$ cat src/design/mswu_pkg.sv
package mswu_pkg;

    localparam int unsigned VAL_W    = 32;
    localparam int unsigned FRAC_W   = 16;
    localparam int unsigned COEF_W   = 16;
    localparam int unsigned IN_IDX_W = 12;
    localparam int unsigned AG_W     = 49;
    localparam int unsigned MV_W     = 49;
    localparam int unsigned P_W      = 50;
    localparam int unsigned ACC_W    = 52;

    localparam int unsigned S_TDATA_W = 80;
    localparam int unsigned M_TDATA_W = 32;
    localparam int unsigned IDX_LSB   = 0;
    localparam int unsigned W_LSB     = 12;
    localparam int unsigned G_LSB     = 44;

    localparam int unsigned PADDR_W = 4;
    localparam int unsigned PDATA_W = 32;

    localparam logic [1:0] REG_MOMENTUM      = 2'd0;
    localparam logic [1:0] REG_LEARNING_RATE = 2'd1;
    localparam logic [1:0] REG_NESTEROV_MODE = 2'd2;

    localparam logic [COEF_W-1:0] MOMENTUM_RST      = 16'd58982;
    localparam logic [COEF_W-1:0] LEARNING_RATE_RST = 16'd655;
    localparam logic              NESTEROV_RST      = 1'b0;

    localparam logic KIND_WEIGHT = 1'b0;
    localparam logic KIND_BIAS   = 1'b1;

    localparam logic signed [VAL_W-1:0] VAL_MAX = 32'sh7FFF_FFFF;
    localparam logic signed [VAL_W-1:0] VAL_MIN = 32'sh8000_0000;
    localparam logic signed [ACC_W-1:0] SAT_HI  = {{(ACC_W-VAL_W+1){1'b0}}, {(VAL_W-1){1'b1}}};
    localparam logic signed [ACC_W-1:0] SAT_LO  = {{(ACC_W-VAL_W+1){1'b1}}, {(VAL_W-1){1'b0}}};
    localparam logic signed [ACC_W-1:0] RND_HALF = {{(ACC_W-FRAC_W){1'b0}}, 1'b1,
                                                    {(FRAC_W-1){1'b0}}};

    typedef struct packed {
        logic signed [VAL_W-1:0] value;
        logic                    clip;
    } t_sat;

    typedef struct packed {
        logic signed [VAL_W-1:0] new_weight;
        logic                    saturated;
    } t_result;

    typedef struct packed {
        logic                    valid;
        logic                    kind;
        logic signed [VAL_W-1:0] w;
        logic signed [AG_W-1:0]  ag;
    } t_front;

    typedef struct packed {
        logic                    valid;
        logic                    kind;
        logic signed [VAL_W-1:0] w;
        logic signed [VAL_W-1:0] vn;
        logic signed [MV_W-1:0]  mv;
        logic                    vflag;
        t_sat                    bias;
    } t_vel;

    function automatic t_sat f_sat(input logic signed [ACC_W-1:0] x);
        t_sat res;
        if (x > SAT_HI) begin
            res.value = VAL_MAX;
            res.clip  = 1'b1;
        end else if (x < SAT_LO) begin
            res.value = VAL_MIN;
            res.clip  = 1'b1;
        end else begin
            res.value = x[VAL_W-1:0];
            res.clip  = 1'b0;
        end
        return res;
    endfunction

    // round to nearest, ties up, then clamp
    function automatic t_sat f_round_sat(input logic signed [ACC_W-1:0] x);
        logic signed [ACC_W-1:0] y;
        y = x + RND_HALF;
        y = y >>> FRAC_W;
        return f_sat(y);
    endfunction

endpackage

$ cat src/design/mswu_out_queue.sv
module mswu_out_queue (
    input  logic              i_clk,
    input  logic              i_rst_n,
    input  logic              i_push,
    input  mswu_pkg::t_result i_data,
    input  logic              i_ready,
    output logic              o_valid,
    output mswu_pkg::t_result o_data,
    output logic              o_full
);
    import mswu_pkg::*;

    localparam logic [1:0] DEPTH = 2'd2;

    t_result     r_q [2];
    logic        r_wr_ptr;
    logic        r_rd_ptr;
    logic [1:0]  r_count;
    logic        pop;

    assign pop     = (r_count != 2'd0) && i_ready;
    assign o_valid = (r_count != 2'd0);
    assign o_data  = r_q[r_rd_ptr];
    assign o_full  = (r_count == DEPTH);

    always_ff @(posedge i_clk) begin
        if (i_push) begin
            r_q[r_wr_ptr] <= i_data;
        end
    end

    always_ff @(posedge i_clk) begin
        if (!i_rst_n) begin
            r_wr_ptr <= 1'b0;
            r_rd_ptr <= 1'b0;
            r_count  <= 2'd0;
        end else begin
            if (i_push) begin
                r_wr_ptr <= ~r_wr_ptr;
            end
            if (pop) begin
                r_rd_ptr <= ~r_rd_ptr;
            end
            case ({i_push, pop})
                2'b10:   r_count <= r_count + 2'd1;
                2'b01:   r_count <= r_count - 2'd1;
                default: r_count <= r_count;
            endcase
        end
    end

endmodule

$ cat config.mk
export PLATFORM = sky130hd
export DESIGN_NAME = mswu_out_queue
export DESIGN_NICKNAME = d
export VERILOG_FILES = /design/src/design/mswu_pkg.sv /design/src/design/mswu_out_queue.sv
export SDC_FILE = /design/constraint.sdc
export NUM_CORES = 1
export LEC_CHECK = 0
export ABC_AREA = 1
export ABC_CLOCK_PERIOD_IN_PS = 4720
export BUFFER_PORTS_ARGS = -buffer_cell sky130_fd_sc_hd__buf_4
export CAP_MARGIN = 40
export CORE_UTILIZATION = 55
export CTS_CLUSTER_SIZE = 25
export DETAILED_ROUTE_END_ITERATION = 7
export PLACE_DENSITY = 0.83
export REMOVE_ABC_BUFFERS = 1
export SLEW_MARGIN = 30
export SYNTH_ARGS = -nofsm -noshare
export SYNTH_HDL_FRONTEND = slang
export SYNTH_SLANG_ARGS = --single-unit
$ cat constraint.sdc
create_clock -name i_clk -period 4.72 [get_ports i_clk]
set_input_delay 0.944 -clock i_clk [delete_from_list [all_inputs] [get_ports i_clk]]
set_output_delay 0.944 -clock i_clk [all_outputs]
set_load 0.02 [all_outputs]
==> summary.txt <==
Logic synthesis
  – Async S/R FF share, synth: 0%
  – Sequential-to-total area share from yosys stat: 75.1%
  – Post-synth EDFFs: 66
  – Register bit total from synthesis: 71
  – Avg Cell Area, Syn: 19.9 um^2
  – Most frequent cells after synthesis: 66 x edfxtp_1, 30 x mux2_4, 11 x nor2_1
  – Mapped Area: 2770 um^2
  – Cells after synthesis: 139
  – Ys Warns: 0
  – Most numerous cell in the Yosys netlist: edfxtp_1
  – Top-area cell type share of the netlist area: 71.5%
  – Top cells by area, synth: edfxtp_1 71%, mux2_4 16%, dfxtp_1 3.6%, buf_12 2.2%, nor2_1 1.5%
  – Number of distinct standard cells referenced by the synthesized netlist: 15
  – Ys flop type: edfxtp_1
  – Area leader, netlist: edfxtp_1

Place
  – Buffers on Ports: 71
  – Detailed placement HPWL: 3300 um
  – Placer Congestion: 0.708

Detailed routing
  – Final ANT Viol Nets: 0
  – First DRT Iteration DRCs: 85
  – Via/cell ratio: 4.97
  – TritonRoute pass-1 iters: 6
  – Wire per inst: 16.0 um
  – Via count: 1,450
  – Final wirelength: 4680 um
  – DRC viols: 0

Setup path
  – Crit. End Element: output pin
  – Stages on worst setup path: 3
  – Crit-path max cell delay: 0.66 ns
  – Slowest CP cell: dfxtp_2
  – Worst Setup Start Kind: flop
  – Data required time at the worst endpoint: 3.78 ns
  – R2R depth: 7
  – CP top delay family: flip-flops
  – CP Cell Sequence: buf_16, mux2_2, buf_4
  – CP Data Arrival Time: 1.76 ns
  – Buf+Inv Stages, Crit Path: 2
  – Worst setup path class: flop to output pin
  – Crit Path Max Fanout: 19
  – R2r setup slk: 3.40 ns

STA
  – Final hold violation count: 0
  – Worst-Margin Slew: 0.516 ns
  – Max-slew violations: 0
  – Max-slew headroom: 65.5%
  – Final period utilization: 57.2%
  – Final TNS setup: 0 ns
  – Setup clock skew after layout: 0.00903 ns
  – Fmax: 370 MHz
  – Final Setup Violations: 0
  – Min Tclk post-route: 2.70 ns
  – Unrepaired setup endpoints after global routing: no

Global routing
  – GRT Residual Overflow: 0
  – Gr usage total: 19.1%
  – First-pass GRT wire length: 6910 um
  – Initial antenna violation count: 0
  – Vias in the first global route: 1,487
  – Largest net degree at the start of global routing: 34

Power
  – Peak VDD IR: 0.234 mV
  – P_leak: 1.43 nW
  – PwrDens: 397 nW/um^2
  – Overall power: 1.41 mW

Clock tree
  – Reg clk slew, reported paths: 0.07 ns
  – CTS tree: yes
  – Max clock buf depth: 2
  – Num CTS Buffers: 9
  – Sink Count: 71
  – Post-cts resize count: 0
  – Hold buffers post-CTS: 0
  – CTS Root Cell: clkbuf_8
  – Post-CTS setup buffer count: 0
  – CTS H-tree depth: 3
  – Clock latency on the worst-skew pair: 0.34 ns

Layout
  – Layout area overhead: 27.8%
  – Layout cells sized above 1: 54.2%
  – Final nets: 258
  – Fillers: 302
  – Diode count: 0

Floorplan
  – Die width: 73 um
  – Area of the core: 4790 um^2
  – IO Count: 72
  – Die Area: 5330 um^2
  – DIE HEIGHT: 73 um
  – Initial Util: 57.9%
  – Cell Rows: 25

Run
  – Maximum capacitance violations: 0

Outcome
  – Outcome: completed

Worst hold path
  – Worst Hold Depth: 2
  – Worst Hold Class: flop to flop
==> through the flow <==
stage	utilization [%]	hold slack [ns]	instances	setup WS, ns	cell area [um^2]
floorplan	-	0.451	135	1.91	2700
global placement	69.7	0.467	274	2.19	3330
detailed placement	70.8	0.514	276	2.37	3390
CTS	74.1	0.541	292	1.99	3540
global route	74.1	0.587	292	1.94	3540
finish	74.1	0.566	292	2.02	3540
==> kinds of logic (layout without fill, tap and decap cells) <==
group	Yosys count	after routing	synth area share, %
AND/OR/NAND/NOR	21	21	2.98
adder cells (fa/ha/maj)	1	1	0.451
multiplexers	33	33	17.5
AO/OA/AOI/OAI	3	3	0.632
buffers and inverters	10	96	3.38
flip-flops	71	71	75.1
==> flip-flops by register name, summed over array words and instances (netlist names), named ones only <==
| register | cells |
|---|---|
| r_count | 2 |
| r_q | 66 |
| r_rd_ptr | 1 |
| r_wr_ptr | 1 |
==> cells in the final DEF, fill, tap and decap left out <==
cell type  synthesis  layout
a21oi_1            1       1
buf_16             0       2
buf_4              0      72
clkbuf_1           0       1
clkbuf_8           0       9
clkinv_1           0       2
clkinv_2           0       4
dfxtp_1            5       4
dfxtp_2            0       1
edfxtp_1          66      66
ha_1               1       1
inv_1              6       6
mux2_2             3       3
mux2_4            30      30
nand2_1            8       8
nand3_1            1       1
nand4_1            1       1
nor2_1            11      10
nor2_4             0       1
o21a_1             1       1
o21ai_0            1       1
==> worst paths after layout <==
path                 to  startpoint
max reg2reg  r_count[1]  r_count[1]
max          o_data[32]        flop
min                flop    r_rd_ptr
min reg2reg        flop    r_rd_ptr
==> worst register-to-register path: stages (launching register included) <==
cell     delay [ns]
dfxtp_1        0.34
o21a_1         0.22
ha_1           0.30
inv_1          0.09
nand2_1        0.06
nor2_1         0.10
nor2_1         0.06
nor2_1         0.09
==> power by group <==
group / internal [mW] / leakage, nW / switching (mW)
registers: 0.728 / 0.661 / 0.0229
clock network: 0.183 / 0.0847 / 0.207
logic: 0.141 / 0.687 / 0.125
total: 1.05 / 1.43 / 0.354
==> cell type report <==
cell class | instances | area, um^2 | share of cell area [%]
flip-flops and latches | 71 | 2080 | 58.8
multi-input cells | 58 | 604 | 17.0
inverters | 6 | 22.5 | 0.635
clock buffers | 10 | 128 | 3.60
repair buffers | 74 | 596 | 16.8
well taps | 67 | 83.8 | 2.36
clock inverters | 6 | 27.5 | 0.777
==> per-layer routing <==
metal / track usage, % / vias up / wire length [um]
met5: 0 / - / 0
met4: 13.9 / 0 / 146
met3: 6.22 / 14 / 259
met2: 33.4 / 58 / 2480
met1: 18.9 / 694 / 1800
li1: - / 684 / -
Power figures use the tool's default switching activity.
