--- config.mk ---
export PLATFORM = sky130hd
export DESIGN_NAME = mswu_position
export DESIGN_NICKNAME = d
export VERILOG_FILES = /design/src/design/mswu_pkg.sv /design/src/design/mswu_position.sv
export SDC_FILE = /design/constraint.sdc
export NUM_CORES = 2
export LEC_CHECK = 0
export BUFFER_PORTS_ARGS = -buffer_cell sky130_fd_sc_hd__buf_4
export CAP_MARGIN = 20
export CORE_ASPECT_RATIO = 2
export CORE_UTILIZATION = 41
export CTS_CLUSTER_SIZE = 20
export DETAILED_ROUTE_END_ITERATION = 8
export PLACE_DENSITY_LB_ADDON = 0.1
export SLEW_MARGIN = 20
export SYNTH_ARGS = -nofsm -noshare
export SYNTH_HDL_FRONTEND = slang
export SYNTH_SLANG_ARGS = --single-unit
--- constraint.sdc ---
create_clock -name i_clk -period 8.9 [get_ports i_clk]
set_input_delay 1.335 -clock i_clk [delete_from_list [all_inputs] [get_ports i_clk]]
set_output_delay 1.335 -clock i_clk [all_outputs]
set_load 0.02 [all_outputs]
--- src/design/mswu_pkg.sv ---
package mswu_pkg;

    localparam int unsigned VAL_W    = 32;
    localparam int unsigned FRAC_W   = 16;
    localparam int unsigned COEF_W   = 16;
    localparam int unsigned IN_IDX_W = 12;
    localparam int unsigned AG_W     = 49;
    localparam int unsigned MV_W     = 49;
    localparam int unsigned P_W      = 50;
    localparam int unsigned ACC_W    = 52;

    localparam int unsigned S_TDATA_W = 80;
    localparam int unsigned M_TDATA_W = 32;
    localparam int unsigned IDX_LSB   = 0;
    localparam int unsigned W_LSB     = 12;
    localparam int unsigned G_LSB     = 44;

    localparam int unsigned PADDR_W = 4;
    localparam int unsigned PDATA_W = 32;

    localparam logic [1:0] REG_MOMENTUM      = 2'd0;
    localparam logic [1:0] REG_LEARNING_RATE = 2'd1;
    localparam logic [1:0] REG_NESTEROV_MODE = 2'd2;

    localparam logic [COEF_W-1:0] MOMENTUM_RST      = 16'd58982;
    localparam logic [COEF_W-1:0] LEARNING_RATE_RST = 16'd655;
    localparam logic              NESTEROV_RST      = 1'b0;

    localparam logic KIND_WEIGHT = 1'b0;
    localparam logic KIND_BIAS   = 1'b1;

    localparam logic signed [VAL_W-1:0] VAL_MAX = 32'sh7FFF_FFFF;
    localparam logic signed [VAL_W-1:0] VAL_MIN = 32'sh8000_0000;
    localparam logic signed [ACC_W-1:0] SAT_HI  = {{(ACC_W-VAL_W+1){1'b0}}, {(VAL_W-1){1'b1}}};
    localparam logic signed [ACC_W-1:0] SAT_LO  = {{(ACC_W-VAL_W+1){1'b1}}, {(VAL_W-1){1'b0}}};
    localparam logic signed [ACC_W-1:0] RND_HALF = {{(ACC_W-FRAC_W){1'b0}}, 1'b1,
                                                    {(FRAC_W-1){1'b0}}};

    typedef struct packed {
        logic signed [VAL_W-1:0] value;
        logic                    clip;
    } t_sat;

    typedef struct packed {
        logic signed [VAL_W-1:0] new_weight;
        logic                    saturated;
    } t_result;

    typedef struct packed {
        logic                    valid;
        logic                    kind;
        logic signed [VAL_W-1:0] w;
        logic signed [AG_W-1:0]  ag;
    } t_front;

    typedef struct packed {
        logic                    valid;
        logic                    kind;
        logic signed [VAL_W-1:0] w;
        logic signed [VAL_W-1:0] vn;
        logic signed [MV_W-1:0]  mv;
        logic                    vflag;
        t_sat                    bias;
    } t_vel;

    function automatic t_sat f_sat(input logic signed [ACC_W-1:0] x);
        t_sat res;
        if (x > SAT_HI) begin
            res.value = VAL_MAX;
            res.clip  = 1'b1;
        end else if (x < SAT_LO) begin
            res.value = VAL_MIN;
            res.clip  = 1'b1;
        end else begin
            res.value = x[VAL_W-1:0];
            res.clip  = 1'b0;
        end
        return res;
    endfunction

    // round to nearest, ties up, then clamp
    function automatic t_sat f_round_sat(input logic signed [ACC_W-1:0] x);
        logic signed [ACC_W-1:0] y;
        y = x + RND_HALF;
        y = y >>> FRAC_W;
        return f_sat(y);
    endfunction

endpackage

--- src/design/mswu_position.sv ---
module mswu_position (
    input  logic                        i_clk,
    input  logic                        i_rst_n,
    input  logic                        i_en,
    input  mswu_pkg::t_vel              i_item,
    input  logic [mswu_pkg::COEF_W-1:0] i_momentum,
    input  logic                        i_nesterov,
    output logic                        o_valid,
    output mswu_pkg::t_result           o_result
);
    import mswu_pkg::*;

    typedef struct packed {
        logic                    valid;
        logic                    kind;
        logic signed [VAL_W-1:0] w;
        logic signed [MV_W-1:0]  mv;
        logic signed [P_W-1:0]   p;
        t_sat                    plain;
        logic                    vflag;
        t_sat                    bias;
    } t_pos;

    t_pos                     r_s6;
    t_pos                     n_s6;
    logic signed [ACC_W-1:0]  nacc;
    t_sat                     nest;

    // (1 + mu) * v'
    always_comb begin
        n_s6.valid = i_item.valid;
        n_s6.kind  = i_item.kind;
        n_s6.w     = i_item.w;
        n_s6.mv    = i_item.mv;
        n_s6.p     = $signed({2'b01, i_momentum}) * i_item.vn;
        n_s6.plain = f_sat(ACC_W'(i_item.w) + ACC_W'(i_item.vn));
        n_s6.vflag = i_item.vflag;
        n_s6.bias  = i_item.bias;
    end

    always_ff @(posedge i_clk) begin
        if (!i_rst_n) begin
            r_s6.valid <= 1'b0;
        end else if (i_en) begin
            r_s6 <= n_s6;
        end
    end

    always_comb begin
        nacc = (ACC_W'(r_s6.w) <<< FRAC_W) - ACC_W'(r_s6.mv) + ACC_W'(r_s6.p);
        nest = f_round_sat(nacc);
        if (r_s6.kind == KIND_BIAS) begin
            o_result.new_weight = r_s6.bias.value;
            o_result.saturated  = r_s6.bias.clip;
        end else if (i_nesterov) begin
            o_result.new_weight = nest.value;
            o_result.saturated  = r_s6.vflag | nest.clip;
        end else begin
            o_result.new_weight = r_s6.plain.value;
            o_result.saturated  = r_s6.vflag | r_s6.plain.clip;
        end
    end

    assign o_valid = r_s6.valid;

endmodule

==> impl_metrics.json <==
{
  "io_pins": 203,
  "dp_hpwl_um": 81650,
  "syn_nets": 4208,
  "n_fill_cell": 7537,
  "antenna_found_initial": 3,
  "drtIter0Drc": 919,
  "cts_sinks": 200,
  "finalClockSkew_ps": 0,
  "fp.dieH_um": 393.6,
  "finalNetCount": 4329,
  "grt_pass1_wl_um": 150100,
  "rows": 143,
  "port_buffers": 202,
  "fin_crit_sh": 0.9053,
  "synth_edf_count": 199,
  "crit_fanout": 32,
  "numCtsBuffers": 17,
  "cts_max_level": 4,
  "whs_ps": 528.5,
  "routedWlPerCell_um": 21.95,
  "place_congestion": 0.9384,
  "rsz0062_at_grt": "no",
  "finalWirelength_um": 97030,
  "yosysTopAreaCell": "fa_1",
  "area_growth_pct": 9.740,
  "min_path_type": "reg -> reg",
  "cts_tree": "yes",
  "clk_pin_slew_ps": 90,
  "worstSkewPairLatency_ps": 470,
  "vias": 22555,
  "netlist_area_mm2": 0.03143,
  "via_per_inst": 5.103,
  "synth_top_area_frac": 0.3541,
  "postCtsHoldBufs": 0,
  "grt_use_total": 0.2616,
  "cts_resized": 0,
  "core_area_mm2": 0.07586,
  "dr.pass1.iters": 5,
  "post-cts-setup-buffer-count": 0,
  "setup_violations": 0,
  "drive_above_1_share": 0.08343,
  "drtAntennaViolNets": 0,
  "fin_tns_setup_ps": 0,
  "grt.overflow.total": 0,
  "clock_path_buffers": 2,
  "arrival_ps": 8280,
  "synth_area_leaders": "fa_1 35%, edfxtp_1 19%, inv_1 9.7%",
  "crit_path_start_kind": "input port",
  "initial_core_util": 0.4144,
  "die_area_mm2": 0.07785,
  "ys_ff_latch": 200,
  "max_slew_margin": 0.2138,
  "path_class": "in -> reg",
  "synth_ff_type": "edfxtp_1",
  "slew_violations": 0,
  "yosysSeqAreaShare": 0.1907,
  "cts-root-buf": "clkbuf_16",
  "ys_warn_count": 0,
  "synthArstFlopShare": 0,
  "crit_path_end_kind": "register",
  "hold_viol": 0,
  "fp.dieW_um": 197.8,
  "maxCapViolCount": 0,
  "critPathRequiredTime_ps": 9120,
  "grt_max_degree": 152,
  "ys_types": 72,
  "drc": 0,
  "outcome": "finished, final reports clean",
  "grt_pass1_vias": 25714,
  "syn_area_per_cell_um2": 9.610,
  "fin_crit_ps": 8058,
  "syn_inst": 3271,
  "fmax_mhz": 124.1,
  "worst_pin_slew_ps": 1177,
  "r2r_slack_ps": 8310
}
per-stage QoR:
stage / cell area, µm² / setup WS (ps) / utilization / std cells
after floorplan: 31430 / 1297 / - / 3271
after global placement: 33890 / 372.3 / 0.4467 / 4388
after detailed placement: 33890 / 290.7 / 0.4467 / 4388
after CTS: 34490 / 822.3 / 0.4547 / 4419
after global routing: 34500 / 467.3 / 0.4547 / 4420
final: 34500 / 842.4 / 0.4547 / 4420
critical path: stages:
cell and delay [ps]:
buf_4 210, and2_1 220, fa_1 500, inv_1 50
fa_1 500, fa_1 530, inv_1 50, ha_1 300
fa_1 540, inv_1 50, fa_1 540, inv_1 40
ha_1 340, a211oi_1 230, inv_1 80, o31ai_1 490
o211ai_1 370, o31ai_2 500, o221ai_1 300, o21a_1 280
o31a_1 310, nor2_1 190, o21ai_1 110, xnor2_1 150
metal layers:
layer / share of wire / track usage / wire (µm) / vias up
met5: 0.00011 / 0 / 11 / -
met4: 0.083 / 0.1883 / 8026 / 2
li1: - / - / - / 10293
met1: 0.36 / 0.2745 / 34580 / 11442
met2: 0.53 / 0.4800 / 51220 / 599
met3: 0.033 / 0.02533 / 3183 / 219
final timing paths:
path / from / end / cells after the start
worst max register to register: o_valid$_SDFFE_PN0P_ / o_valid$_SDFFE_PN0P_ / 2
worst min register to register: o_valid$_SDFFE_PN0P_ / o_valid$_SDFFE_PN0P_ / 2
worst min-delay path: o_valid$_SDFFE_PN0P_ / o_valid$_SDFFE_PN0P_ / 2
worst max-delay path: i_momentum[7] / r_s6[116]$_DFFE_PP_ / 24
cells by family (layout without fill, tap and decap cells):
| kind of cell | after synthesis | count (layout) | synth area share |
|---|---|---|---|
| xor+xnor | 109 | 109 | 0.03037 |
| fa+ha+maj | 775 | 775 | 0.4407 |
| mux | 7 | 7 | 0.002269 |
| other cells | 0 | 1 | 0 |
| simple gates | 822 | 822 | 0.1321 |
| compound gates | 424 | 424 | 0.09091 |
| buf+inv | 934 | 1067 | 0.1129 |
| flops | 200 | 200 | 0.1907 |
synth_stat cells (all sizes together) (41+ instances only):
master and n:
a21o 58, o31ai 41, clkbuf 105, xnor2 76
ha 212, o21ai 73, nor2 84, fa 556
a21oi 131, edfxtp 199, nand2 315, inv 815
and2 297
layout make-up:
cell class,count,area [µm²],share of cell area
Antenna cell,1,2.502,0.00007254
Clock buffer,17,425.4,0.01233
Clock inverter,14,177.7,0.005151
Inverter,815,3059,0.08868
Multi-Input combinational cell,2137,21890,0.6347
Sequential cell,200,5996,0.1738
Tap cell,1015,1270,0.03682
Timing Repair Buffer,221,1672,0.04846
placed cells by master (no fill, tap or decap), drive strengths merged, types with 7 or more instances in the layout:
master,netlist,routed
o21bai,23,23
or3,7,7
edfxtp,199,199
xnor2,76,76
nand2,315,315
nor2b,23,23
and3,17,17
a211oi,11,11
a21o,58,58
o31ai,41,41
a21oi,131,131
nand3,23,23
o21ai,73,73
xor2,33,33
nand2b,13,13
a31oi,10,10
nand4,15,15
o21a,18,18
fa,556,556
nor3,12,12
maj3,7,7
inv,815,821
and2,297,297
o211ai,15,15
ha,212,212
buf,14,221
nor2,84,84
clkbuf,105,17
flip-flops by register name, indices dropped and copies added, names as in the netlist:
signal,cells
o_valid,1
r_s6,199
Power is left out: the tool's default activity adds up to more than one toggle a clock period on the data nets, which glitch-free logic cannot reach.
