[src/design/mswu_pkg.sv]
package mswu_pkg;

    localparam int unsigned VAL_W    = 32;
    localparam int unsigned FRAC_W   = 16;
    localparam int unsigned COEF_W   = 16;
    localparam int unsigned IN_IDX_W = 12;
    localparam int unsigned AG_W     = 49;
    localparam int unsigned MV_W     = 49;
    localparam int unsigned P_W      = 50;
    localparam int unsigned ACC_W    = 52;

    localparam int unsigned S_TDATA_W = 80;
    localparam int unsigned M_TDATA_W = 32;
    localparam int unsigned IDX_LSB   = 0;
    localparam int unsigned W_LSB     = 12;
    localparam int unsigned G_LSB     = 44;

    localparam int unsigned PADDR_W = 4;
    localparam int unsigned PDATA_W = 32;

    localparam logic [1:0] REG_MOMENTUM      = 2'd0;
    localparam logic [1:0] REG_LEARNING_RATE = 2'd1;
    localparam logic [1:0] REG_NESTEROV_MODE = 2'd2;

    localparam logic [COEF_W-1:0] MOMENTUM_RST      = 16'd58982;
    localparam logic [COEF_W-1:0] LEARNING_RATE_RST = 16'd655;
    localparam logic              NESTEROV_RST      = 1'b0;

    localparam logic KIND_WEIGHT = 1'b0;
    localparam logic KIND_BIAS   = 1'b1;

    localparam logic signed [VAL_W-1:0] VAL_MAX = 32'sh7FFF_FFFF;
    localparam logic signed [VAL_W-1:0] VAL_MIN = 32'sh8000_0000;
    localparam logic signed [ACC_W-1:0] SAT_HI  = {{(ACC_W-VAL_W+1){1'b0}}, {(VAL_W-1){1'b1}}};
    localparam logic signed [ACC_W-1:0] SAT_LO  = {{(ACC_W-VAL_W+1){1'b1}}, {(VAL_W-1){1'b0}}};
    localparam logic signed [ACC_W-1:0] RND_HALF = {{(ACC_W-FRAC_W){1'b0}}, 1'b1,
                                                    {(FRAC_W-1){1'b0}}};

    typedef struct packed {
        logic signed [VAL_W-1:0] value;
        logic                    clip;
    } t_sat;

    typedef struct packed {
        logic signed [VAL_W-1:0] new_weight;
        logic                    saturated;
    } t_result;

    typedef struct packed {
        logic                    valid;
        logic                    kind;
        logic signed [VAL_W-1:0] w;
        logic signed [AG_W-1:0]  ag;
    } t_front;

    typedef struct packed {
        logic                    valid;
        logic                    kind;
        logic signed [VAL_W-1:0] w;
        logic signed [VAL_W-1:0] vn;
        logic signed [MV_W-1:0]  mv;
        logic                    vflag;
        t_sat                    bias;
    } t_vel;

    function automatic t_sat f_sat(input logic signed [ACC_W-1:0] x);
        t_sat res;
        if (x > SAT_HI) begin
            res.value = VAL_MAX;
            res.clip  = 1'b1;
        end else if (x < SAT_LO) begin
            res.value = VAL_MIN;
            res.clip  = 1'b1;
        end else begin
            res.value = x[VAL_W-1:0];
            res.clip  = 1'b0;
        end
        return res;
    endfunction

    // round to nearest, ties up, then clamp
    function automatic t_sat f_round_sat(input logic signed [ACC_W-1:0] x);
        logic signed [ACC_W-1:0] y;
        y = x + RND_HALF;
        y = y >>> FRAC_W;
        return f_sat(y);
    endfunction

endpackage

[src/design/mswu_front.sv]
module mswu_front #(
    parameter int unsigned NUM_WEIGHTS = 4096
) (
    input  logic                                  i_clk,
    input  logic                                  i_rst_n,
    input  logic                                  i_en,
    input  logic                                  i_valid,
    input  logic                                  i_kind,
    input  logic [mswu_pkg::IN_IDX_W-1:0]         i_index,
    input  logic signed [mswu_pkg::VAL_W-1:0]     i_weight,
    input  logic signed [mswu_pkg::VAL_W-1:0]     i_gradient,
    input  logic [mswu_pkg::COEF_W-1:0]           i_learning_rate,
    output mswu_pkg::t_front                      o_item,
    output logic [((NUM_WEIGHTS > 1) ? $clog2(NUM_WEIGHTS) : 1)-1:0] o_addr
);
    import mswu_pkg::*;

    localparam int unsigned IDX_W   = (NUM_WEIGHTS > 1) ? $clog2(NUM_WEIGHTS) : 1;
    localparam int unsigned RCP_SH  = 24;
    localparam int unsigned RCP_W   = RCP_SH + 1;
    localparam int unsigned QP_W    = IN_IDX_W + RCP_W;
    localparam int unsigned QN_W    = 33;
    localparam logic [RCP_W-1:0] RECIP = RCP_W'((64'd1 << RCP_SH) / NUM_WEIGHTS);

    // stage 1
    logic                     r_s1_valid;
    logic                     r_s1_kind;
    logic [IN_IDX_W-1:0]      r_s1_idx;
    logic signed [VAL_W-1:0]  r_s1_w;
    logic signed [VAL_W-1:0]  r_s1_g;

    // stage 2
    logic                     r_s2_valid;
    logic                     r_s2_kind;
    logic [IN_IDX_W-1:0]      r_s2_idx;
    logic [IN_IDX_W-1:0]      r_s2_q;
    logic signed [VAL_W-1:0]  r_s2_w;
    logic signed [AG_W-1:0]   r_s2_ag;

    // stage 3
    t_front                   r_s3;
    logic [IDX_W-1:0]         r_s3_addr;

    logic [QP_W-1:0]          q_prod;
    logic [IN_IDX_W-1:0]      n_s2_q;
    logic signed [AG_W-1:0]   n_s2_ag;
    logic [QN_W-1:0]          qn_prod;
    logic [IN_IDX_W-1:0]      rem_raw;
    logic [IN_IDX_W-1:0]      rem_fix;
    logic [IDX_W-1:0]         n_s3_addr;

    // quotient estimate by reciprocal, may be one short
    always_comb begin
        q_prod  = QP_W'(r_s1_idx) * QP_W'(RECIP);
        n_s2_q  = q_prod[RCP_SH +: IN_IDX_W];
        n_s2_ag = $signed({1'b0, i_learning_rate}) * r_s1_g;
    end

    always_comb begin
        qn_prod = QN_W'(r_s2_q) * QN_W'(NUM_WEIGHTS);
        rem_raw = IN_IDX_W'(QN_W'(r_s2_idx) - qn_prod);
        if (QN_W'(rem_raw) >= QN_W'(NUM_WEIGHTS)) begin
            rem_fix = IN_IDX_W'(QN_W'(rem_raw) - QN_W'(NUM_WEIGHTS));
        end else begin
            rem_fix = rem_raw;
        end
        n_s3_addr = IDX_W'(rem_fix);
    end

    always_ff @(posedge i_clk) begin
        if (!i_rst_n) begin
            r_s1_valid <= 1'b0;
            r_s2_valid <= 1'b0;
            r_s3.valid <= 1'b0;
        end else if (i_en) begin
            r_s1_valid <= i_valid;
            r_s1_kind  <= i_kind;
            r_s1_idx   <= i_index;
            r_s1_w     <= i_weight;
            r_s1_g     <= i_gradient;

            r_s2_valid <= r_s1_valid;
            r_s2_kind  <= r_s1_kind;
            r_s2_idx   <= r_s1_idx;
            r_s2_q     <= n_s2_q;
            r_s2_w     <= r_s1_w;
            r_s2_ag    <= n_s2_ag;

            r_s3.valid <= r_s2_valid;
            r_s3.kind  <= r_s2_kind;
            r_s3.w     <= r_s2_w;
            r_s3.ag    <= r_s2_ag;
            r_s3_addr  <= n_s3_addr;
        end
    end

    assign o_item = r_s3;
    assign o_addr = r_s3_addr;

endmodule

[config.mk]
export PLATFORM = sky130hd
export DESIGN_NAME = mswu_front
export DESIGN_NICKNAME = d
export VERILOG_FILES = /design/src/design/mswu_pkg.sv /design/src/design/mswu_front.sv
export SDC_FILE = /design/constraint.sdc
export NUM_CORES = 1
export LEC_CHECK = 0
export BUFFER_PORTS_ARGS = -buffer_cell sky130_fd_sc_hd__buf_2
export CAP_MARGIN = 40
export CORE_MARGIN = 2
export CORE_UTILIZATION = 45
export CTS_CLUSTER_DIAMETER = 200
export DETAILED_ROUTE_END_ITERATION = 16
export PLACE_DENSITY = 0.64
export SETUP_SLACK_MARGIN = 0.4
export SLEW_MARGIN = 25
export SYNTH_ARGS = -nofsm -noshare
export SYNTH_HDL_FRONTEND = slang
export SYNTH_SLANG_ARGS = --single-unit
export TNS_END_PERCENT = 50
[constraint.sdc]
create_clock -name i_clk -period 7.1 [get_ports i_clk]
set_input_delay 0.355 -clock i_clk [delete_from_list [all_inputs] [get_ports i_clk]]
set_output_delay 0.355 -clock i_clk [all_outputs]
set_load 0.05 [all_outputs]
==> impl_metrics.py, run 1 <==
metrics = {
    "sta": {
        "slew_viol_final": 0,
        "setup_tns_ns": 0,
        "worst_pin_slew_ns": 0.941,
        "skew_ns": 0.0356,
        "period_minus_slack_ns": 6.58,
        "slew_headroom_pct": 37.3,
        "hold_violations": 0,
        "finalSetupViolations": 0,
        "fmax_mhz": 152,
        "rsz0062_at_grt": "true",
        "min_period_over_period_pct": 92.7,
    },
    "global_route": {
        "grt-ovfl-total": 0,
        "grt_pass1_wl_um": 99200,
        "antenna_found_initial": 1,
        "grtUsageTotal_pct": 21.1,
        "grt_max_degree": 162,
        "first_global_vias": 19100,
    },
    "critical_path": {
        "crit_family": "adder cells",
        "path_common_cell": "fa_1",
        "crit_path_cell_trace": "buf_4 > buf_4 > and2_1 > fa_1 > inv_1 > fa_1 > fa_1 > inv_1 > fa_1 > fa_1 > inv_1 > fa_1 > inv_1 > ha_4 > nand2_1 > o21ai_2 > a221o_1 > o211ai_1 > buf_4 > nand3_2 > a41oi_4 > o21a_1 > o311a_1",
        "cp.required_ns": 7.47,
        "crit_path_end_kind": "flip-flop",
        "crit_buf_inv": 7,
        "start_kind": "flip-flop",
        "critical-path-slowest-cell": "fa_1",
        "cp.arrival_ns": 6.96,
        "crit_type": "reg2reg",
        "crit_fanout": 10,
        "cp_slowest_stage_delay_ns": 0.55,
    },
    "clocking": {
        "clk-insertion-delay-late_ns": 0.62,
        "root_buffer": "clkbuf_16",
        "cts_tree": "yes",
        "cts-buffers-inserted": 31,
        "clkTransAtPathRegs_ns": 0.06,
        "clockBufferDepth": 3,
        "cts_sinks": 268,
        "h-tree-depth": 1,
    },
    "logic_synthesis": {
        "syn_area_um2": 26400,
        "synthMuxAreaShare_pct": 0.152,
        "synth_edf_count": 265,
        "synth_nets": 3070,
        "synth-seq-area-share_pct": 30.4,
        "synth_top_family_by_area": "adder cells",
        "postSynthAreaPerCell_um2": 11.1,
        "synth.distinct_cells": 66,
        "ys_warn_count": 0,
        "async_reset_ff_share_pct": 0,
        "synth_compound_area_share_pct": 3.82,
        "synth-xor-area-share_pct": 1.40,
        "yosys.area_share.adder_pct": 42.7,
        "ys.flop_type": "edfxtp_1",
        "syn_inst": 2367,
        "synth_simple_gate_area_share_pct": 11.8,
        "synth_seq_cells": 268,
    },
    "die": {
        "die-area_um2": 60500,
        "die_h_um": 246,
        "initial_utilization_pct": 45.6,
        "io_pins": 192,
        "die_w_um": 246,
        "core_area_um2": 57800,
        "num_rows": 88,
    },
    "layout": {
        "area_growth_pct": 18.0,
        "final_nets": 3424,
        "antenna_cells": 0,
        "drive_gt1_share_pct": 16.0,
        "final_cell_mix": "inv_1 (591), fa_1 (486), nand2_1 (302)",
        "final_common_cell": "inv_1",
    },
    "routing": {
        "avgRoutedWirePerCell_um": 17.6,
        "wirelength_um": 61700,
        "vias_per_cell": 5.00,
        "dr.pass1.iters": 5,
        "drcViolationCount": 0,
        "drtIter0Drc": 1182,
        "ant_nets": 0,
        "vias": 17600,
    },
    "place": {
        "place.gp.congestion": 0.888,
        "numPortBuffers": 191,
        "dp_hpwl_um": 47800,
    },
    "min_path": {
        "min_path_type": "in2reg",
    },
    "flow_run": {
        "drv_cap": 0,
    },
    "outcome": {
        "status": "finished clean",
    },
}
[worst reg2reg max path, delay by kind of cell, from the launching register on]
| family | cells | cell delay (ns) |
|---|---|---|
| flops | 1 | 0.42 |
| fa+ha+maj | 7 | 3.31 |
| buf+inv | 7 | 0.78 |
| simple gates | 3 | 0.42 |
| compound gates | 6 | 1.42 |
[through the flow]
stage / cell area, um^2 / hold slack [ns] / std cells / setup slack [ns] / util [%]
finish: 31100 / 0.119 / 3511 / 0.515 / 53.8
floorplan: 26400 / 0.400 / 2367 / 0.889 / -
CTS: 30500 / 0.0855 / 3466 / 0.324 / 52.7
global placement: 28400 / 0.400 / 3301 / 0.281 / 49.2
global route: 31100 / 0.101 / 3511 / 0.330 / 53.8
detailed placement: 28400 / 0.405 / 3301 / 0.101 / 49.2
[registers in the layout, summed over array words and instances (netlist names)]
register    flops
o_addr         12
o_item         83
r_s1_g         32
r_s1_idx       12
r_s1_kind       1
r_s1_valid      1
r_s1_w         32
r_s2_ag        49
r_s2_idx       12
r_s2_kind       1
r_s2_valid      1
r_s2_w         32
[synthesized netlist by cell type (2+ instances only)]
master       n  area share, %
fa_1       489             37
o21ai_0      9           0.17
ha_1       117            5.6
clkbuf_1    82            1.2
nor2_1      34           0.48
o21ai_1      7           0.13
a31oi_1      3          0.071
a21oi_1     42           0.80
a31o_1       2          0.066
mux2i_1      4           0.15
o211ai_1     5           0.14
and3_2       2          0.057
o21ba_2      2          0.076
nor3_1       7           0.13
xnor2_1     30            1.0
a211o_1      3           0.10
or3_1        2          0.047
o21a_1       6           0.17
a21o_1      26           0.74
nand3_1     10           0.19
nand2_1    304            4.3
nand2b_1     5           0.12
nor2b_1      8           0.19
o311ai_2     2           0.12
nand4_1      3          0.071
o2111ai_1    3           0.10
o311a_1      2          0.076
o21bai_1     4           0.11
and2_1     234            5.6
dfxtp_1      3           0.23
inv_1      595            8.5
xor2_1      12           0.40
nor3b_1      3          0.085
a211oi_1     3          0.085
a21boi_0     2          0.057
and4_1       2          0.066
nor4_1       2          0.047
o31ai_1      5           0.14
a21oi_2      2          0.066
edfxtp_1   265             30
[path summary, 6_finish.rpt]
kind	startpoint	end	slack (ns)	cells past startpoint
max	r_s1_g[12]$_DFFE_PP_	r_s2_ag[44]$_DFFE_PP_	0.52	23
min	i_en	o_item[82]$_SDFFE_PN0P_	0.12	3
max reg2reg	r_s1_g[12]$_DFFE_PP_	r_s2_ag[44]$_DFFE_PP_	0.52	23
min reg2reg	r_s2_ag[23]$_DFFE_PP_	o_item[23]$_DFFE_PP_	0.42	0
[cell type report]
type / instances / area (um^2)
repair buffers: 404 / 2890
well taps: 765 / 957
fillers: 5074 / 26700
inverters: 595 / 2240
flip-flops and latches: 268 / 8020
clock inverters: 16 / 146
clock buffers: 42 / 867
multi-input cells: 1421 / 16000
[cells by family after synthesis]
family / Yosys count
mux: 4
simple gates: 628
buf+inv: 678
flops: 268
compound gates: 141
fa+ha+maj: 606
xor+xnor: 42
[per-layer routing]
metal  vias up  part of all wire, %  GRT usage (%)
li1       7817                    -              -
met1      9041                   39           26.0
met2       566                   50           36.6
met3       133                  6.4           3.77
met4         0                  4.5           9.04
met5         -                    0              0
[timing repair]
item | 4_1_cts | 5_1_grt
buffers inserted | 28 | 44
cloned | 0 | 0
hold buffers | 79 | 0
hold endpoints to repair | 80 | 0
pin swaps | 3 | 21
gates resized for setup | 5 | 50
setup endpoints to repair | 13 | 19
Power of run 1 is not shown: default switching activity piles up to over one toggle a cycle in this logic, so the estimate is an artifact.
==> run 2: changes to the inputs <==
ABC_AREA = 1   (was default)
==> run 2 against run 1 <==
  * Die area grew 6.8%
  * Utilization shrank 2.6 points
  * Cell area is 1.9% higher
  * Fmax grew 7.7%
  * Cell count rose by 19%
  * Largest cell class unchanged
  * Highest routed layer unchanged
  * Non-clock buffer count is 116 lower
  * Clock skew fell by 0.00094 ns
==> impl_metrics.py, run 2 <==
metrics = {
    "logic_synthesis": {
        "postSynthAreaPerCell_um2": 9.02,
        "ys_top_cells_by_area": "fa_1 (35%), edfxtp_1 (28%), inv_1 (13%)",
        "syn_area_um2": 28200,
        "synth_top_area_share_pct": 34.7,
        "synth_edf_count": 265,
        "synth_nets": 3827,
        "ys.flop_type": "edfxtp_1",
        "synth-seq-area-share_pct": 28.5,
        "synth.most_common_cell": "inv_1",
        "synth_seq_cells": 268,
        "ys_warn_count": 0,
        "async_reset_ff_share_pct": 0,
        "syn_inst": 3124,
        "synth_top_cell_by_area": "fa_1",
        "synth.distinct_cells": 28,
        "synth_top_cells_by_count": "inv_1 (1,002), nand2_1 (891), fa_1 (489)",
    },
    "global_route": {
        "grtUsageTotal_pct": 21.7,
        "grt_pass1_wl_um": 109000,
        "first_global_vias": 21100,
        "grt-ovfl-total": 0,
        "grt_max_degree": 169,
        "antenna_found_initial": 0,
    },
    "critical_path": {
        "cp.required_ns": 7.45,
        "cp.arrival_ns": 6.47,
        "reg2reg_depth": 18,
        "crit_type": "reg2reg",
        "crit_fanout": 16,
        "start_kind": "flip-flop",
        "crit_path_end_kind": "flip-flop",
    },
    "die": {
        "core_area_um2": 61800,
        "num_rows": 91,
        "die_h_um": 254,
        "initial_utilization_pct": 45.6,
        "die_w_um": 254,
        "io_pins": 192,
        "die-area_um2": 64600,
    },
    "place": {
        "dp_hpwl_um": 51100,
        "numPortBuffers": 191,
        "place.gp.congestion": 0.881,
    },
    "sta": {
        "rsz0062_at_grt": "false",
        "setup_tns_ns": 0,
        "skew_ns": 0.0346,
        "period_minus_slack_ns": 6.12,
        "fmax_mhz": 163,
        "slew_viol_final": 0,
        "min_period_over_period_pct": 86.1,
        "worst_pin_slew_ns": 0.972,
        "hold_violations": 0,
        "finalSetupViolations": 0,
        "slew_headroom_pct": 35.2,
        "holdWs_ns": 0.0478,
    },
    "clocking": {
        "clk-insertion-delay-late_ns": 0.60,
        "root_buffer": "clkbuf_16",
        "clkTransAtPathRegs_ns": 0.08,
        "cts-buffers-inserted": 29,
        "cts_resized": 0,
        "clockBufferDepth": 3,
        "cts_tree": "yes",
        "h-tree-depth": 1,
        "cts_sinks": 268,
    },
    "layout": {
        "final_cell_mix": "inv_1 (1,001), nand2_1 (891), fa_1 (489)",
        "final_common_cell": "inv_1",
        "antenna_cells": 0,
        "drive_gt1_share_pct": 8.86,
        "final_nets": 4034,
        "largest_reg_flops": 83,
        "area_growth_pct": 12.4,
    },
    "min_path": {
        "min_path_type": "in2reg",
        "holdPathStages": 3,
    },
    "routing": {
        "drtIter0Drc": 1025,
        "wirelength_um": 66000,
        "dr.pass1.iters": 7,
        "avgRoutedWirePerCell_um": 15.7,
        "drcViolationCount": 0,
        "ant_nets": 0,
        "vias_per_cell": 4.66,
        "vias": 19500,
    },
    "flow_run": {
        "drv_cap": 0,
    },
    "outcome": {
        "status": "finished clean",
    },
}
## run 2: path summary, 6_finish.rpt
path / startpoint / to / slack (ns)
hold / removal: i_rst_n / r_s1_valid$_SDFFE_PN0P_ / 0.05
setup reg to reg: r_s1_g[30]$_DFFE_PP_ / r_s2_ag[39]$_DFFE_PP_ / 0.98
hold reg to reg: r_s2_idx[11]$_DFFE_PP_ / o_addr[11]$_DFFE_PP_ / 0.42
setup / recovery: r_s1_g[30]$_DFFE_PP_ / r_s2_ag[39]$_DFFE_PP_ / 0.98
## run 2: repair_timing
action,4_1_cts,5_1_grt
setup buffers,0,0
hold endpoints to repair,78,0
hold buffers,78,0
## run 2: metrics by stage
stage,utilization (%),std cells,instance area (um^2),worst slack (ns)
after floorplan,-,3124,28200,1.01
after global placement,48.4,4055,29900,0.688
after detailed placement,48.4,4057,29900,0.640
after CTS,51.2,4187,31600,1.05
after global routing,51.2,4189,31700,0.704
final,51.2,4189,31700,0.983
## run 2: cell type report
type | count | area [um^2]
Inverter | 1007 | 3790
Clock buffer | 34 | 744
Multi-Input combinational cell | 1737 | 16000
Sequential cell | 268 | 8020
Timing Repair Buffer | 288 | 1920
Fill cell | 5702 | 30100
Tap cell | 837 | 1050
Clock inverter | 18 | 200
## run 2: critical path: stages, from the launching register on
cell and delay [ns]:
edfxtp_1 0.83, nand2_1 0.18, fa_1 0.59, fa_1 0.54
fa_1 0.53, inv_1 0.06, fa_1 0.53, fa_1 0.50
inv_1 0.05, fa_1 0.47, inv_1 0.04, ha_1 0.41
nand2_1 0.14, nor2_1 0.24, nand2_1 0.17, nor2_1 0.17
nand3_1 0.17, nand4_1 0.14, nand2_1 0.08
## run 2: logic make-up after synthesis
logic type	after synthesis	synth area share, %
buf+inv	1119	14.9
simple gates	1066	15.1
fa+ha+maj	606	39.9
flops	268	28.5
compound gates	36	0.693
xor+xnor	29	0.901
## run 2: layer usage
metal | track usage, % | vias up | part of all wire [%]
li1 | - | 9228 | -
met1 | 26.8 | 9607 | 40
met2 | 39.7 | 548 | 52
met3 | 2.65 | 120 | 5.4
met4 | 6.00 | 0 | 2.7
met5 | 0 | - | 0
Power of run 2 is left out for the same reason.
